### config.mk
export PLATFORM = sky130hd
export DESIGN_NAME = tag_presence_debouncer_flat
export DESIGN_NICKNAME = d
export VERILOG_FILES = /design/src/rtl/tpd_pkg.sv /design/src/rtl/tpd_req_if.sv /design/src/rtl/tpd_step.sv /design/src/rtl/tag_presence_debouncer.sv /design/src/flat_wrapper.sv
export VERILOG_INCLUDE_DIRS = /design/src /design/src/rtl
export SDC_FILE = /design/constraint.sdc
export NUM_CORES = 1
export LEC_CHECK = 0
export ABC_AREA = 1
export BUFFER_PORTS_ARGS = -buffer_cell sky130_fd_sc_hd__buf_2
export CAP_MARGIN = 25
export CORE_MARGIN = 5
export CORE_UTILIZATION = 45
export DETAILED_ROUTE_END_ITERATION = 10
export MAX_ROUTING_LAYER = met4
export PLACE_DENSITY_LB_ADDON = 0.3
export SLEW_MARGIN = 25
export SYNTH_ARGS = -nofsm -noshare
export SYNTH_HDL_FRONTEND = slang
export SYNTH_HIERARCHICAL = 1
export SYNTH_SLANG_ARGS = --single-unit
### constraint.sdc
create_clock -name clock -period 5.9 [get_ports clock]
set_input_delay 0.295 -clock clock [delete_from_list [all_inputs] [get_ports clock]]
set_output_delay 0.295 -clock clock [all_outputs]
set_load 0.01 [all_outputs]
### src/rtl/tag_presence_debouncer_defines.svh
// Assertion macros for the tag presence debouncer.
`ifndef TAG_PRESENCE_DEBOUNCER_DEFINES_SVH
`define TAG_PRESENCE_DEBOUNCER_DEFINES_SVH

// Same-cycle implication, checked outside reset.
`define TPD_ASSERT_SAME(label, clk, rst, ante, cons) \
   label: assert property (@(posedge clk) disable iff (rst) (ante) |-> (cons)) \
      else $error("tpd: same-cycle check failed");

// Next-cycle implication, checked outside reset.
`define TPD_ASSERT_NEXT(label, clk, rst, ante, cons) \
   label: assert property (@(posedge clk) disable iff (rst) (ante) |=> (cons)) \
      else $error("tpd: next-cycle check failed");

`endif

### src/rtl/tpd_pkg.sv
// Shared constants, types and helpers for the tag presence debouncer.
package tpd_pkg;

   localparam int UID_BYTES  = 7;
   localparam int COUNT_BITS = 8;
   localparam int UID_W      = 56;
   localparam int LEN_W      = 3;
   localparam int OUTCOME_W  = 2;
   localparam int THR_W      = 8;
   localparam int CMP_W      = (COUNT_BITS > THR_W) ? COUNT_BITS : THR_W;
   localparam int FIELD_BYTES = UID_W / 8;

   localparam int CSR_IDX_W  = 2;
   localparam int CSR_DATA_W = 8;

   localparam logic [CSR_IDX_W-1:0] CSR_ENABLE     = 2'd0;
   localparam logic [CSR_IDX_W-1:0] CSR_DETECT_THR = 2'd1;
   localparam logic [CSR_IDX_W-1:0] CSR_REMOVE_THR = 2'd2;

   localparam logic [THR_W-1:0] DETECT_THR_RESET = 8'd2;
   localparam logic [THR_W-1:0] REMOVE_THR_RESET = 8'd3;

   localparam logic [OUTCOME_W-1:0] OUTCOME_READ = 2'd0;
   localparam logic [OUTCOME_W-1:0] OUTCOME_MISS = 2'd1;

   localparam logic [COUNT_BITS-1:0] CNT_MAX = {COUNT_BITS{1'b1}};

   typedef struct packed {
      logic [UID_W-1:0]      uid;
      logic [LEN_W-1:0]      uid_len;
      logic [COUNT_BITS-1:0] detect_count;
      logic [COUNT_BITS-1:0] miss_count;
      logic                  tag_present;
   } state_type;

   typedef struct packed {
      logic             detected;
      logic [UID_W-1:0] uid;
      logic [LEN_W-1:0] uid_len;
   } event_type;

   // Keep only the bytes below len.
   function automatic logic [UID_W-1:0] bytes_mask(input logic [LEN_W-1:0] len);
      logic [UID_W-1:0] mask;
      mask = '0;
      for (int b = 0; b < FIELD_BYTES; b++) begin
         if (b < int'(len)) begin
            mask[b*8 +: 8] = 8'hFF;
         end
      end
      return mask;
   endfunction

endpackage

### src/rtl/tpd_req_if.sv
// Poll outcome channel.
interface tpd_req_if;
   logic                          valid;
   logic                          ready;
   logic [tpd_pkg::OUTCOME_W-1:0] poll_outcome;
   logic [tpd_pkg::UID_W-1:0]     tag_uid;
   logic [tpd_pkg::LEN_W-1:0]     tag_uid_len;

   modport source (output valid, output poll_outcome, output tag_uid,
                   output tag_uid_len, input ready);
   modport sink   (input valid, input poll_outcome, input tag_uid,
                   input tag_uid_len, output ready);
endinterface

// Presence event channel.
interface tpd_rsp_if;
   logic                      valid;
   logic                      ready;
   logic                      event_detected;
   logic [tpd_pkg::UID_W-1:0] event_uid;
   logic [tpd_pkg::LEN_W-1:0] event_uid_len;

   modport source (output valid, output event_detected, output event_uid,
                   output event_uid_len, input ready);
   modport sink   (input valid, input event_detected, input event_uid,
                   input event_uid_len, output ready);
endinterface

### src/rtl/tpd_step.sv
// Next-state and event logic for one poll outcome.
module tpd_step (
   input  logic                          enable,
   input  logic [tpd_pkg::THR_W-1:0]     detect_threshold,
   input  logic [tpd_pkg::THR_W-1:0]     remove_threshold,
   input  logic [tpd_pkg::OUTCOME_W-1:0] poll_outcome,
   input  logic [tpd_pkg::UID_W-1:0]     tag_uid,
   input  logic [tpd_pkg::LEN_W-1:0]     tag_uid_len,
   input  tpd_pkg::state_type            state_cur,
   output tpd_pkg::state_type            state_nxt,
   output logic                          emit,
   output tpd_pkg::event_type            evt
);
   import tpd_pkg::*;

   logic [LEN_W-1:0]      len;
   logic [UID_W-1:0]      mask;
   logic [UID_W-1:0]      uid;
   logic                  same;
   logic [COUNT_BITS-1:0] det_cnt;
   logic [COUNT_BITS-1:0] miss_cnt;

   always_comb begin
      // Clamp length to the UID size.
      len = tag_uid_len;
      if (int'(tag_uid_len) > UID_BYTES) begin
         len = LEN_W'(UID_BYTES);
      end
      mask = bytes_mask(len);
      uid  = tag_uid & mask;
      same = (len == state_cur.uid_len) && (len != '0) &&
             ((state_cur.uid & mask) == uid);
      det_cnt  = same ? ((state_cur.detect_count != CNT_MAX) ?
                         state_cur.detect_count + 1'b1 : state_cur.detect_count)
                      : COUNT_BITS'(1);
      miss_cnt = (state_cur.miss_count != CNT_MAX) ?
                 state_cur.miss_count + 1'b1 : state_cur.miss_count;

      state_nxt = state_cur;
      emit      = 1'b0;
      evt       = '0;

      if (enable) begin
         if (poll_outcome == OUTCOME_READ) begin
            state_nxt.miss_count   = '0;
            state_nxt.detect_count = det_cnt;
            if (!same) begin
               state_nxt.uid     = uid;
               state_nxt.uid_len = len;
            end
            if (!state_cur.tag_present &&
                (CMP_W'(det_cnt) >= CMP_W'(detect_threshold))) begin
               state_nxt.tag_present = 1'b1;
               emit         = 1'b1;
               evt.detected = 1'b1;
               evt.uid      = uid;
               evt.uid_len  = len;
            end
         end else if (poll_outcome == OUTCOME_MISS) begin
            state_nxt.detect_count = '0;
            if (state_cur.tag_present) begin
               state_nxt.miss_count = miss_cnt;
               if (CMP_W'(miss_cnt) >= CMP_W'(remove_threshold)) begin
                  state_nxt.tag_present = 1'b0;
                  state_nxt.miss_count  = '0;
                  state_nxt.uid_len     = '0;
                  emit = 1'b1;
               end
            end else begin
               state_nxt.miss_count = '0;
            end
         end
      end
   end

endmodule

### src/rtl/tag_presence_debouncer.sv
// Top level of the tag presence debouncer: registers, handshakes and CSRs.
//
//   channel   dir  handshake            payload
//   req_bus   in   valid/ready          poll_outcome, tag_uid, tag_uid_len
//   rsp_bus   out  valid/ready          event_detected, event_uid, event_uid_len
//   csr_*     in   csr_we (no ready)    csr_index, csr_wdata
//
// An item passes from acceptance through the input register and the step
// logic into the output register. One item is accepted per cycle unless a
// stalled event holds the input register; the state update commits as the
// item leaves it, so back-to-back items see each other's effect.
// A stalled result only blocks an item that itself raises an event; items
// with no event keep flowing past it.
// Active-high sync reset clears valids, counters, presence; CSRs get defaults.
`include "tag_presence_debouncer_defines.svh"

module tag_presence_debouncer (
   input  logic                           clock,
   input  logic                           reset,
   tpd_req_if.sink                        req_bus,
   tpd_rsp_if.source                      rsp_bus,
   input  logic                           csr_we,
   input  logic [tpd_pkg::CSR_IDX_W-1:0]  csr_index,
   input  logic [tpd_pkg::CSR_DATA_W-1:0] csr_wdata
);
   import tpd_pkg::*;

   // Configuration registers.
   logic             enable_ff;
   logic [THR_W-1:0] detect_thr_ff;
   logic [THR_W-1:0] remove_thr_ff;

   // Input register.
   logic                 s1_valid_ff;
   logic [OUTCOME_W-1:0] s1_outcome_ff;
   logic [UID_W-1:0]     s1_uid_ff;
   logic [LEN_W-1:0]     s1_len_ff;

   // Tracking state.
   state_type state_ff;
   state_type state_in;

   // Output register.
   logic      rsp_valid_ff;
   event_type rsp_event_ff;

   logic      emit;
   event_type evt;
   logic      out_free;
   logic      s1_advance;
   logic      req_take;

   tpd_step u_step (
      .enable           (enable_ff),
      .detect_threshold (detect_thr_ff),
      .remove_threshold (remove_thr_ff),
      .poll_outcome     (s1_outcome_ff),
      .tag_uid          (s1_uid_ff),
      .tag_uid_len      (s1_len_ff),
      .state_cur        (state_ff),
      .state_nxt        (state_in),
      .emit             (emit),
      .evt              (evt)
   );

   // Output register frees up when empty or when its item leaves now.
   assign out_free   = !rsp_valid_ff || rsp_bus.ready;
   // Advance the input register unless its event has nowhere to go.
   assign s1_advance = s1_valid_ff && (!emit || out_free);
   assign req_bus.ready = !s1_valid_ff || s1_advance;
   assign req_take   = req_bus.valid && req_bus.ready;

   assign rsp_bus.valid          = rsp_valid_ff;
   assign rsp_bus.event_detected = rsp_event_ff.detected;
   assign rsp_bus.event_uid      = rsp_event_ff.uid;
   assign rsp_bus.event_uid_len  = rsp_event_ff.uid_len;

   // CSR writes; unknown indexes drop silently.
   always_ff @(posedge clock) begin
      if (reset) begin
         enable_ff     <= 1'b0;
         detect_thr_ff <= DETECT_THR_RESET;
         remove_thr_ff <= REMOVE_THR_RESET;
      end else if (csr_we) begin
         unique case (csr_index)
            CSR_ENABLE:     enable_ff     <= csr_wdata[0];
            CSR_DETECT_THR: detect_thr_ff <= csr_wdata[THR_W-1:0];
            CSR_REMOVE_THR: remove_thr_ff <= csr_wdata[THR_W-1:0];
            default: begin
            end
         endcase
      end
   end

   // Input register: load on accept, drop once processed.
   always_ff @(posedge clock) begin
      if (reset) begin
         s1_valid_ff <= 1'b0;
      end else if (req_take) begin
         s1_valid_ff <= 1'b1;
      end else if (s1_advance) begin
         s1_valid_ff <= 1'b0;
      end
   end

   always_ff @(posedge clock) begin
      if (req_take) begin
         s1_outcome_ff <= req_bus.poll_outcome;
         s1_uid_ff     <= req_bus.tag_uid;
         s1_len_ff     <= req_bus.tag_uid_len;
      end
   end

   // Commit the state only when the item is processed.
   always_ff @(posedge clock) begin
      if (reset) begin
         state_ff <= '0;
      end else if (s1_advance) begin
         state_ff <= state_in;
      end
   end

   // Output register: hold until taken, load a new event when free.
   always_ff @(posedge clock) begin
      if (reset) begin
         rsp_valid_ff <= 1'b0;
      end else if (s1_advance && emit) begin
         rsp_valid_ff <= 1'b1;
      end else if (rsp_bus.ready) begin
         rsp_valid_ff <= 1'b0;
      end
   end

   always_ff @(posedge clock) begin
      if (s1_advance && emit) begin
         rsp_event_ff <= evt;
      end
   end

   // A removal event carries no UID and no length.
   `TPD_ASSERT_SAME(a_removed_is_zero, clock, reset,
      rsp_valid_ff && !rsp_event_ff.detected,
      (rsp_event_ff.uid == '0) && (rsp_event_ff.uid_len == '0))
   // A detected event leaves the tag marked present.
   `TPD_ASSERT_NEXT(a_detect_sets_present, clock, reset,
      s1_advance && emit && evt.detected, state_ff.tag_present)
   // Misses are only counted while a tag is present.
   `TPD_ASSERT_SAME(a_miss_needs_tag, clock, reset,
      !state_ff.tag_present, state_ff.miss_count == '0)

endmodule
### src/flat_wrapper.sv
// flat-port wrapper written by rule: the top's interface ports become plain ports
module tag_presence_debouncer_flat import tpd_pkg::*;
  (clock, reset, csr_we, csr_index, csr_wdata, req_bus_valid, req_bus_poll_outcome, req_bus_tag_uid, req_bus_tag_uid_len, req_bus_ready, rsp_bus_valid, rsp_bus_event_detected, rsp_bus_event_uid, rsp_bus_event_uid_len, rsp_bus_ready);
  tpd_req_if req_bus_i ();
  tpd_rsp_if rsp_bus_i ();
  input  logic clock;
  input  logic reset;
  input  logic csr_we;
  input  logic [tpd_pkg::CSR_IDX_W-1:0] csr_index;
  input  logic [tpd_pkg::CSR_DATA_W-1:0] csr_wdata;
  input wire logic [$bits(req_bus_i.valid)-1:0] req_bus_valid;
  input wire logic [$bits(req_bus_i.poll_outcome)-1:0] req_bus_poll_outcome;
  input wire logic [$bits(req_bus_i.tag_uid)-1:0] req_bus_tag_uid;
  input wire logic [$bits(req_bus_i.tag_uid_len)-1:0] req_bus_tag_uid_len;
  output wire logic [$bits(req_bus_i.ready)-1:0] req_bus_ready;
  output wire logic [$bits(rsp_bus_i.valid)-1:0] rsp_bus_valid;
  output wire logic [$bits(rsp_bus_i.event_detected)-1:0] rsp_bus_event_detected;
  output wire logic [$bits(rsp_bus_i.event_uid)-1:0] rsp_bus_event_uid;
  output wire logic [$bits(rsp_bus_i.event_uid_len)-1:0] rsp_bus_event_uid_len;
  input wire logic [$bits(rsp_bus_i.ready)-1:0] rsp_bus_ready;
  assign req_bus_i.valid = req_bus_valid;
  assign req_bus_i.poll_outcome = req_bus_poll_outcome;
  assign req_bus_i.tag_uid = req_bus_tag_uid;
  assign req_bus_i.tag_uid_len = req_bus_tag_uid_len;
  assign req_bus_ready = req_bus_i.ready;
  assign rsp_bus_valid = rsp_bus_i.valid;
  assign rsp_bus_event_detected = rsp_bus_i.event_detected;
  assign rsp_bus_event_uid = rsp_bus_i.event_uid;
  assign rsp_bus_event_uid_len = rsp_bus_i.event_uid_len;
  assign rsp_bus_i.ready = rsp_bus_ready;
  tag_presence_debouncer u_core (.clock(clock), .reset(reset), .req_bus(req_bus_i), .rsp_bus(rsp_bus_i), .csr_we(csr_we), .csr_index(csr_index), .csr_wdata(csr_wdata));
endmodule
# After elaboration in Yosys (flattened, before gate mapping)
# Cells that the tools add are included.
# W data, S select, Z words.
dict set report word_totals {
  in_bits 76
  reg_bits 216
  out_inout_bits 62
}
dict set report op_classes {
  add_sub_neg 2
  reduce_logical 30
  magnitude_cmp 9
  n_mux 30
  bitwise_logic 3
  n_eq_ne 9
}
# op n
set ops {}
lappend ops {{$and A56 B56 Y56} 2}
lappend ops {{$mux W8} 11}
lappend ops {{$mux W60} 1}
lappend ops {{$eq A56 B56 Y1} 1}
lappend ops {{$mux W20} 2}
lappend ops {{$add A8 B1 Y8 const B} 2}
lappend ops {{$ge A8 B8 Y1} 2}
lappend ops {{$ne A8 B8 Y1 const B} 2}
lappend ops {{$mux W1} 12}
lappend ops {{$reduce_bool A2 Y1} 5}
lappend ops {{$lt A3 B3 Y1 const A} 3}
lappend ops {{$mux W3} 3}
lappend ops {{$mux W9} 1}
lappend ops {{$reduce_and A2 Y1} 4}
lappend ops {{$reduce_and A4 Y1} 2}
lappend ops {{$logic_and A1 B1 Y1} 6}
lappend ops {{$lt A1 B3 Y1 const A} 2}
lappend ops {{$lt A2 B3 Y1 const A} 2}
lappend ops {{$reduce_and A3 Y1} 2}
lappend ops {{$reduce_and A6 Y1} 1}
lappend ops {{$eq A2 B1 Y1 const B} 2}
lappend ops {{$logic_not A1 Y1} 4}
lappend ops {{$logic_not A2 Y1} 2}
lappend ops {{$eq A3 B3 Y1} 1}
lappend ops {{6 further kinds} 8}

# Longest topological paths before layout
dict set report logic_depth {
  depth_word 17
  mapped_depth 28
}

# Modules after synthesis
# Netlist, hierarchy kept.
# module n_inst area_per_inst_um2 cells_each
set by_module_without_submodules {}
lappend by_module_without_submodules {tag_presence_debouncer 1 7752.4 713}
lappend by_module_without_submodules {tpd_step 1 4351.7 966}

# Least setup slack after synthesis
# OpenSTA, ideal clock, no wires.
dict set report synth_path {
  path_type {register -> register}
  startpoint {reg u_core.s1_len_ff[2]}
  endpoint {reg u_core.rsp_event_ff, in the netlist u_core/rsp_bus.event_detected (enable)}
  t_required_ps 5486
  synth_period_minus_slack_ps 5111
  stages_incl_launch_ff 28
  setup_time_ps 414
  arrival_time_ps 4697
  path_slack_ps 789
  cell_sequence {edfxtp_1 buf_6 nor2_4 nand2_4 nand2_2 nor2_1 nor2_1 nand2_1 nor2_1 nand2_1 nor2_1 nand2_1 nor2_1 ha_1 a21oi_1 o21ai_0 nand2_1 o2111ai_1 nand2_1 inv_1 nand2_1 clkbuf_1 nand2_1 nand3_2 buf_4 buf_6 nand3_1 inv_1}
}
dict set report synth_via {
  elab_chain_cells 15
  word_cells_on_any_way 31
  cone_classes {order compare: 8; eq/ne: 2; mux: 11; bitwise: 2; reduce/logical: 8}
}
# item line_no
set synth_lines {}
lappend synth_lines {{start, declared} tag_presence_debouncer.sv:37} ;# logic [LEN_W-1:0] s1_len_ff;
lappend synth_lines {{start signal, assigned} tag_presence_debouncer.sv:110} ;# s1_len_ff <= req_bus.tag_uid_len;
lappend synth_lines {{$lt A1 B3 Y1 (tied with other cells)} tpd_pkg.sv:47} ;# if (b < int'(len)) begin
lappend synth_lines {{$mux W8} tpd_pkg.sv:47}
lappend synth_lines {{$and A56 B56 Y56 (on tied branches)} {tpd_step.sv:32, tpd_step.sv:30}}
lappend synth_lines {{$eq A56 B56 Y1} tpd_step.sv:32} ;# ((state_cur.uid & mask) == uid);
lappend synth_lines {{$logic_and A1 B1 Y1 (*)} tpd_step.sv:31} ;# same = (len == state_cur.uid_len) && (len != '0) &&
lappend synth_lines {{$mux W8 (*)} tpd_step.sv:33} ;# det_cnt = same ? ((state_cur.detect_count != CNT_MAX) ?
lappend synth_lines {{$ge A8 B8 Y1 (*)} tpd_step.sv:52} ;# (CMP_W'(det_cnt) >= CMP_W'(detect_threshold))) begin
lappend synth_lines {{$logic_and A1 B1 Y1 (*)} tpd_step.sv:51} ;# if (!state_cur.tag_present &&
lappend synth_lines {{$mux W1 (*)} tpd_step.sv:51}
lappend synth_lines {{$mux W1 (*)} tpd_step.sv:44} ;# if (poll_outcome == OUTCOME_READ) begin
lappend synth_lines {{$mux W1 (*)} tpd_step.sv:43} ;# if (enable) begin
lappend synth_lines {{via u_core.emit} tag_presence_debouncer.sv:47} ;# logic emit;
lappend synth_lines {{$logic_not A1 Y1} tag_presence_debouncer.sv:69} ;# assign s1_advance = s1_valid_ff && (!emit || out_free);
lappend synth_lines {{$logic_or A1 B1 Y1} tag_presence_debouncer.sv:69}
lappend synth_lines {{$logic_and A1 B1 Y1} tag_presence_debouncer.sv:69}
lappend synth_lines {{$logic_and A1 B1 Y1 (*)} tag_presence_debouncer.sv:135} ;# if (s1_advance && emit) begin
lappend synth_lines {{end signal, assigned} tag_presence_debouncer.sv:136} ;# rsp_event_ff <= evt;
lappend synth_lines {{end, declared} tag_presence_debouncer.sv:45} ;# event_type rsp_event_ff;
# Mark *: on every way through the listed nets, which the timed path passes. The rest lies on a longest branch.
# A chain may end at the register's enable or synchronous reset.

# Worst setup path in the final report
dict set report layout_path {
  startpoint {reg u_core.s1_len_ff[2]}
  endpoint {reg u_core.rsp_event_ff, in the netlist u_core/rsp_bus.event_uid[19] (enable)}
}
# The elaborated chain is that of the path after synthesis.

==> out/qor.csv <==
stage,metric,value,unit
synth,sequential share of the synthesized area,45.7,%
floorplan,Die ar.,0.0303,mm²
synth,Avg Inst Size Synth,7.21,µm²
worst_hold_path,worst hold path type,in -> reg,
global_routing,first-pass GRT wire length,50800,µm
pwr,Pwr Density,264,mW/mm²
clock_tree,CTS buffer count,25,
synth,count of yosys warnings during synthesis,6,
run_status,status,finished clean,
synth,Synth top area share,30.0,%
routing,Routed WL per cell,14.2,µm
clock_tree,clk root buf,clkbuf_16,
floorplan,core area,0.0267,mm²
sta,Least-Margin Pin Slew,1.02,ns
synth,#FFs+latches synth,216,
clock_tree,CTS tree,yes,
setup_path,Reg2Reg Depth,24,
clock_tree,number of gates resized after cts,0,
routing,routed vias/inst,5.07,
place,dpl cells,2089,
synth,syn_nets,1773,
pwr,leakage,6.38,nW
routing,via count,11100,
floorplan,die width,174,µm
cells_and_area,ANT cells,0,
routing,first-pass detailed-route iteration total,5,
sta,FMAX,0.198,GHz
place,Post-DP HPWL,20300,µm
sta,Tmin final,5.04,ns
cells_and_area,Area growth syn-to-layout,18.8,%
synth,"top cells by area, synth","edfxtp_1 30%, dfxtp_1 16%, nand2_1 15%",
synth,"EDFF count, synth",121,
clock_tree,clock sink count,216,
sta,Max-slew headroom,31.5,%
sta,TNS Setup,0,ns
sta,Final Hold Fails,0,
clock_tree,clock latency on the worst-skew pair,0.51,ns
place,Area after DPL,0.0129,mm²
synth,Synth area leader,edfxtp_1,
global_routing,Tot GR Track Use,20.5,%
floorplan,# IOs,138,
routing,DRT antenna net count,0,
setup_path,CP Capture Type,register,
clock_tree,H-tree lvl count,1,
sta,Final Cycle Share,85.4,%
clock_tree,clk slew on worst S/H paths,0.06,ns
pwr,Peak VDD IR,0.000219,V
global_routing,initial antenna violation count,0,
cells_and_area,layout cells sized above 1,11.4,%
setup_path,Worst Path Max Fanout,47,
sta,max-slew violation count,0,
job,Max Cap Viol,0,
synth,Most used DFF post-synth,edfxtp_1,
global_routing,GRT overflow,0,
setup_path,"Req. time, crit path",6.09,ns
sta,endpoints failing setup,0,
global_routing,vias in the first global route,10200,
floorplan,Initial Utilization,45.3,%
clock_tree,postcts setup bufs,0,
setup_path,CP arrival,5.23,ns
cells_and_area,Post-Layout Inst Area,0.0144,mm²
cells_and_area,Non-Filler Instances,2195,
sta,RSZ-0062 raised after global routing,no,
clock_tree,CTS Buffer Depth,3,
floorplan,Row Count,60,
routing,# DRC,0,
sta,clk_skew,0.0103,ns
synth,ys async rst share,0,%
synth,Post-Syn Instances,1679,
floorplan,die height,174,µm
routing,initial detailed-routing violation count,699,
synth,Yosys cell types,38,
cells_and_area,Final Net Count,1930,
global_routing,pin count of the biggest net entering global routing,93,
synth,Netlist Area Pre-Place,0.0121,mm²
setup_path,Setup CP Type,reg -> reg,
place,I/O Buffers,137,
routing,WL final,31200,µm
place,gpl congestion,0.936,
clock_tree,CTS Hold Buffers Added,61,
setup_path,Critical Path Source Type,register,
worst_hold_path,Hold Path Stages,3,
==> synth_stat cells (18+ instances only) <==
cell type / n
buf_1: 20
nor2_1: 191
o21ai_0: 57
edfxtp_1: 121
ha_1: 18
nand2_1: 473
inv_1: 251
nor3_1: 33
dfxtp_1: 95
nand3_1: 161
clkbuf_1: 31
nand4_1: 29
a21oi_1: 106
==> metrics by stage <==
stage,hold slack [ns],total power [W],utilization (%),setup slack (ns)
after floorplan,0.394,0.00207,-,0.789
after global placement,0.454,0.00218,48.4,1.04
after detailed placement,0.453,0.00219,48.4,0.855
after CTS,0.00870,0.00383,53.8,0.840
after global routing,0.0167,0.00397,53.8,0.304
final,0.0309,0.00379,53.8,0.861
==> placed cells by master, fill, tap and decap left out, drive strengths merged, types with 5 or more instances in the layout <==
cell type / n
nand4: 29
nand3: 165
bufinv: 5
dfxtp: 95
edfxtp: 121
o21ai: 57
nand2: 480
buf: 146
a21oi: 107
nor2: 197
dlygate4sd3: 61
xnor2: 9
inv: 254
xor2: 13
nor3: 33
ha: 18
clkbuf: 27
clkinv: 15
==> flip-flops by register name, summed over array words and instances, names as in the netlist <==
| signal | flops |
|---|---|
| u_core/remove_thr_ff | 8 |
| u_core/s1_valid_ff | 1 |
| u_core/state_ff | 76 |
| u_core/rsp_bus.event_uid | 56 |
| u_core/s1_len_ff | 3 |
| u_core/rsp_bus.event_detected | 1 |
| u_core/rsp_bus.event_uid_len | 3 |
| u_core/s1_outcome_ff | 2 |
| u_core/detect_thr_ff | 8 |
| u_core/s1_uid_ff | 56 |
| u_core/enable_ff | 1 |
| u_core/rsp_bus.valid | 1 |
==> cell families (layout without fill, tap and decap cells) <==
family | after synthesis | in the layout | synth area share [%]
flops | 216 | 216 | 45.7
simple gates | 911 | 911 | 31.9
xor+xnor | 22 | 22 | 1.59
compound gates | 177 | 177 | 7.61
fa+ha+maj | 18 | 18 | 1.86
buf+inv | 335 | 510 | 11.3
==> path summary, 6_finish.rpt <==
path                                  endpoint  slack, ns                    start
setup / recovery  u_core/rsp_bus.event_uid[19]       0.86      u_core/s1_len_ff[2]
hold / removal              u_core/s1_valid_ff       0.03            req_bus_valid
setup reg to reg  u_core/rsp_bus.event_uid[19]       0.86      u_core/s1_len_ff[2]
hold reg to reg        u_core/remove_thr_ff[5]       0.46  u_core/remove_thr_ff[5]
==> layout make-up <==
| class | count | area (µm²) |
|---|---|---|
| sequential | 216 | 5540 |
| clock inverter | 18 | 213 |
| tap | 341 | 427 |
| fill | 2508 | 12300 |
| multi-input combinational | 1128 | 5210 |
| clock buffer | 27 | 633 |
| inverter | 258 | 970 |
| timing repair buffer | 207 | 1390 |
==> where the power goes <==
part | switching [W] | total [W] | leakage, nW | internal (W)
sequential | 0.0000785 | 0.00174 | 1.79 | 0.00166
combinational | 0.000276 | 0.000458 | 4.18 | 0.000182
clock | 0.000610 | 0.00160 | 0.410 | 0.000988
total | 0.000964 | 0.00379 | 6.38 | 0.00283
==> layer usage <==
| metal | vias up | track usage (%) | wire, µm |
|---|---|---|---|
| li1 | 5670 | - | - |
| met1 | 5085 | 26.6 | 14000 |
| met2 | 310 | 33.3 | 14500 |
| met3 | 62 | 2.85 | 1830 |
| met4 | 0 | 6.40 | 859 |
| met5 | - | - | 0 |
==> critical path, cell delays in order (launching register included) <==
cell,delay (ns)
edfxtp_1,0.72
nand2_4,0.38
nand2_2,0.13
inv_2,0.29
nor2_1,0.09
nor2_1,0.09
nand2_1,0.06
nor2_1,0.09
nand2_1,0.05
nor2_1,0.18
nand2_1,0.21
nor2_1,0.16
ha_1,0.26
a21oi_1,0.16
o21ai_0,0.09
nand2_1,0.06
o2111ai_1,0.08
nand2_1,0.08
inv_1,0.07
nand2_2,0.06
nand2_1,0.13
nand3_4,0.43
nand3_1,0.17
inv_2,0.31
buf_12,0.32
Note: power is estimated with default switching activity, not from simulation.
